==> src/rtl/lkv_pkg.sv <==
// Package for the LRU key/value cache: sizes, op codes and transaction types.
// No dependencies; used by every module of the block but lkv_ram.
package lkv_pkg;

   localparam int CAPACITY = 64;
   localparam int KEY_BITS = 64;
   localparam int IDX_W    = $clog2(CAPACITY);
   localparam int CNT_W    = $clog2(CAPACITY + 1);
   localparam int LIMIT_W  = 7;
   localparam int VALUE_W  = 16;

   // Operation codes carried in the op field
   localparam logic [1:0] OP_GET   = 2'd0;
   localparam logic [1:0] OP_PUT   = 2'd1;
   localparam logic [1:0] OP_CLEAR = 2'd2;

   typedef struct packed {
      logic [1:0]         op;
      logic [63:0]        key_tag;
      logic [VALUE_W-1:0] put_value;
   } req_type;

   typedef struct packed {
      logic               hit;
      logic [VALUE_W-1:0] found_value;
      logic               evicted;
   } rsp_type;

   // Classified command handed from the front end to the executor
   typedef struct packed {
      logic               is_get;
      logic               is_put;
      logic               is_clear;
      logic [63:0]        key_tag;
      logic [VALUE_W-1:0] put_value;
   } cmd_type;

   // Occupancy status exported by the executor
   typedef struct packed {
      logic [CNT_W-1:0]    entry_count;
      logic [CAPACITY-1:0] entry_valid;
   } status_type;

endpackage

==> src/rtl/lkv_front.sv <==
// Front end: accepts request transactions into a two-entry queue and classifies the op.
// Depends on lkv_pkg.
module lkv_front (
   input  logic            clock,
   input  logic            reset,
   input  logic            req_valid,
   output logic            req_stall,
   input  lkv_pkg::req_type req_payload,
   output logic            cmd_valid,
   input  logic            cmd_pop,
   output lkv_pkg::cmd_type cmd
);

   lkv_pkg::cmd_type slot_ff [2];
   lkv_pkg::cmd_type slot_in [2];
   logic             rd_ptr_ff, rd_ptr_in;
   logic             wr_ptr_ff, wr_ptr_in;
   logic [1:0]       fill_ff, fill_in;
   logic             push;
   lkv_pkg::cmd_type decoded;

   // classify the incoming op
   always_comb begin
      decoded.is_get    = (req_payload.op == lkv_pkg::OP_GET);
      decoded.is_put    = (req_payload.op == lkv_pkg::OP_PUT);
      decoded.is_clear  = (req_payload.op == lkv_pkg::OP_CLEAR);
      decoded.key_tag   = req_payload.key_tag;
      decoded.put_value = req_payload.put_value;
   end

   assign req_stall = (fill_ff == 2'd2);
   assign push      = req_valid && !req_stall;
   assign cmd_valid = (fill_ff != 2'd0);
   assign cmd       = slot_ff[rd_ptr_ff];

   // queue pointers and count
   always_comb begin
      slot_in    = slot_ff;
      wr_ptr_in  = wr_ptr_ff;
      rd_ptr_in  = rd_ptr_ff;
      fill_in    = fill_ff;
      if (push) begin
         slot_in[wr_ptr_ff] = decoded;
         wr_ptr_in = !wr_ptr_ff;
      end
      if (cmd_pop && cmd_valid) begin
         rd_ptr_in = !rd_ptr_ff;
      end
      fill_in = fill_ff + {1'b0, push} - {1'b0, cmd_pop && cmd_valid};
   end

   always_ff @(posedge clock) begin
      slot_ff <= slot_in;
      if (reset) begin
         wr_ptr_ff <= 1'b0;
         rd_ptr_ff <= 1'b0;
         fill_ff   <= 2'd0;
      end else begin
         wr_ptr_ff <= wr_ptr_in;
         rd_ptr_ff <= rd_ptr_in;
         fill_ff   <= fill_in;
      end
   end

endmodule

==> config.mk <==
export PLATFORM = sky130hd
export DESIGN_NAME = lkv_front
export DESIGN_NICKNAME = d
export VERILOG_FILES = /design/src/rtl/lkv_pkg.sv /design/src/rtl/lkv_front.sv
export SDC_FILE = /design/constraint.sdc
export NUM_CORES = 1
export LEC_CHECK = 0
export ABC_AREA = 1
export BUFFER_PORTS_ARGS = -buffer_cell sky130_fd_sc_hd__buf_2
export CAP_MARGIN = 15
export CORE_MARGIN = 1.5
export CORE_UTILIZATION = 30
export DETAILED_ROUTE_END_ITERATION = 16
export PLACE_DENSITY_LB_ADDON = 0.2
export SLEW_MARGIN = 20
export SYNTH_ARGS = -nofsm -noshare
export SYNTH_HDL_FRONTEND = slang
export SYNTH_SLANG_ARGS = --single-unit
==> constraint.sdc <==
create_clock -name clock -period 7.1 [get_ports clock]
set_input_delay 2.13 -clock clock [delete_from_list [all_inputs] [get_ports clock]]
set_output_delay 2.13 -clock clock [all_outputs]
set_load 0.1 [all_outputs]
==> metrics.txt <==
Die ar. between 0.02 and 0.025 sq mm; 1st-iter DRT viols 119; Seq/Total Area, Yosys between 70% and 80%; DR top layer met5; dpl hpwl ~7.9 mm; die extent in x between 100 and 150 um; DRC viols 0; vias in the first global route 3512; Setup Skew a little over 0.01 ns; worst reg2reg path depth 5; minimum clock period 4.25 ns; Pre-antenna DRT Iters 4; Max Buffers Root-to-Sink 2; Initial Util 30.6%; CTS buffer count 17; GRT Resource Usage Total between 10% and 20%; Ports roughly 170; global route overflow 0; Placer Congestion approximately 0.67; fin nets around 570; mapped cell area ~0.0064 sq mm; post-route antenna net violation count 0; critical path class reg2out; unrepaired setup endpoints after global routing false; Post-Syn Nets a little under 400; initial antenna violation count 1; Worst Hold Class reg2reg; max cap viols 0; most frequent cells in the layout buf_2, edfxtp_1, mux2_4; Synth warnings 0; most common cell after layout, fill and taps aside buf_2; DP Cell Count between 700 and 800; post-synth top area share between 70% and 80%; crit path capture type output pin; post_cts resized 0; row count 53; WL final ~12 mm; CP Launch Type register; Port-buffer cells 170; status finished, final reports clean; top post-synthesis cells by area edfxtp_1, mux2_4, mux2_2, dfxtp_1, buf_6; Reg clk slew, reported paths approximately 0.07 ns; Area Growth Syn to Fin 28.1%; pin count of the biggest net entering global routing 65; average size of a mapped cell about 21 sq um; fin cells between 700 and 800; Sink Count between 150 and 200; hold wc startpoint wr_ptr_ff$_SDFFE_PP0N_; WL met2 just under 6 mm; Final Hold Fails 0; met3 wire length ~950 um; reg-to-reg startpoint fill_ff[0]$_SDFF_PP0_; cell taking the most area after synthesis edfxtp_1; WP data required around 5.0 ns; Max Fclk between 0.2 and 0.25 GHz; post-synthesis cell count 300; Tcrit/Tclk final between 50% and 60%; flop2flop setup slack 4.90 ns; pins over their slew limit 0; Worst R2R End slot_ff[133]$_DFFE_PP_; number of distinct library cells after synthesis 13; CP max FO 22; Hold Crit Depth 2; Root Buffer clkbuf_16; vias per cell 4.16; Clk Latency, worst-skew pair 0.41 ns; Post-CTS Setup Inserts 0; Yosys reg bits 170; H-tree depth 4; Final Setup Violations 0; vias post-DR 3220; WL met1 5.17 mm; Hold Crit Endpoint wr_ptr_ff$_SDFFE_PP0N_; CORE AREA 0.0210 sq mm; Worst Max-Slew Pin Slew a little over 0.8 ns; Setup TNS 0 ns; Die Height approximately 150 um; Slew HR a little under half; proportion of layout cells with a drive suffix above 1 58.8%; Worst EP arrival between 2 and 2.5 ns; global-route wire length before repair roughly 18 mm; CTS tree built; DR WL/cell 15.7 um; # hold bufs at CTS 0
==> final cells by class <==
| cell class | instances | area, sq um |
|---|---|---|
| inverter | 12 | 47.5 |
| tap | 275 | 344 |
| antenna | 1 | 2.50 |
| sequential | 170 | 5070 |
| timing repair buffer | 175 | 908 |
| clock buffer | 17 | 425 |
| clock inverter | 15 | 189 |
| multi-input combinational | 109 | 1240 |
| fill | 1951 | 12800 |
==> routing by layer <==
| metal | GRT usage, % | up-vias |
|---|---|---|
| met5 | 0 | - |
| met2 | 18.4 | 110 |
| met3 | 4.13 | 14 |
| met4 | 3.71 | 2 |
| met1 | 13.2 | 1566 |
| li1 | - | 1528 |
==> worst max-delay path: stages, from the launching register on <==
cell     delay [ns]
dfxtp_4        0.59
buf_4          0.42
mux2_2         0.38
buf_2          0.29
==> how the worst max path moves through the flow <==
stage / start / end / slack [ns]
after CTS: rd_ptr_ff$_SDFFE_PP0P_ / cmd[23] / 2.16
after detailed placement: rd_ptr_ff$_SDFFE_PP0P_ / cmd[23] / 2.63
final: rd_ptr_ff$_SDFFE_PP0P_ / cmd[78] / 2.85
after global placement: rd_ptr_ff$_SDFFE_PP0P_ / cmd[79] / 2.74
after floorplan: req_valid / slot_ff[100]$_DFFE_PP_ / 0.92
after global routing: rd_ptr_ff$_SDFFE_PP0P_ / cmd[23] / 2.73
==> cell usage after synthesis, drive strengths merged <==
master	n
ha	2
dfxtp	4
edfxtp	166
nand3	3
buf	9
a21oi	2
nor2	11
mux2	83
nand2	8
inv	12
==> kinds of logic after synthesis <==
| kind of cell | after synthesis | share of synthesized area (%) |
|---|---|---|
| buffers and inverters | 21 | 1.93 |
| adders and majority gates | 2 | 0.389 |
| muxes | 83 | 17.4 |
| and+or+nand+nor | 22 | 1.34 |
| AOI/OAI and AO/OA | 2 | 0.156 |
| DFF | 170 | 78.8 |
==> metrics by stage <==
step,utilization [%],hold WS [ns],setup slack (ns),cell area (sq um)
2_1_floorplan,-,0.475,0.916,6420
3_3_place_gp,36.1,0.539,2.74,7580
4_1_cts,39.0,0.562,2.16,8200
6_report,39.1,0.557,2.85,8230
3_5_place_dp,36.1,0.552,2.63,7580
5_1_grt,39.1,0.591,2.73,8230
==> sequential cells by signal (all words and copies together), names as in the netlist <==
name       flops
slot_ff      166
fill_ff        2
rd_ptr_ff      1
wr_ptr_ff      1
Power is not shown: default switching activity piles up to over one toggle a cycle in this logic, so the estimate is an artifact.
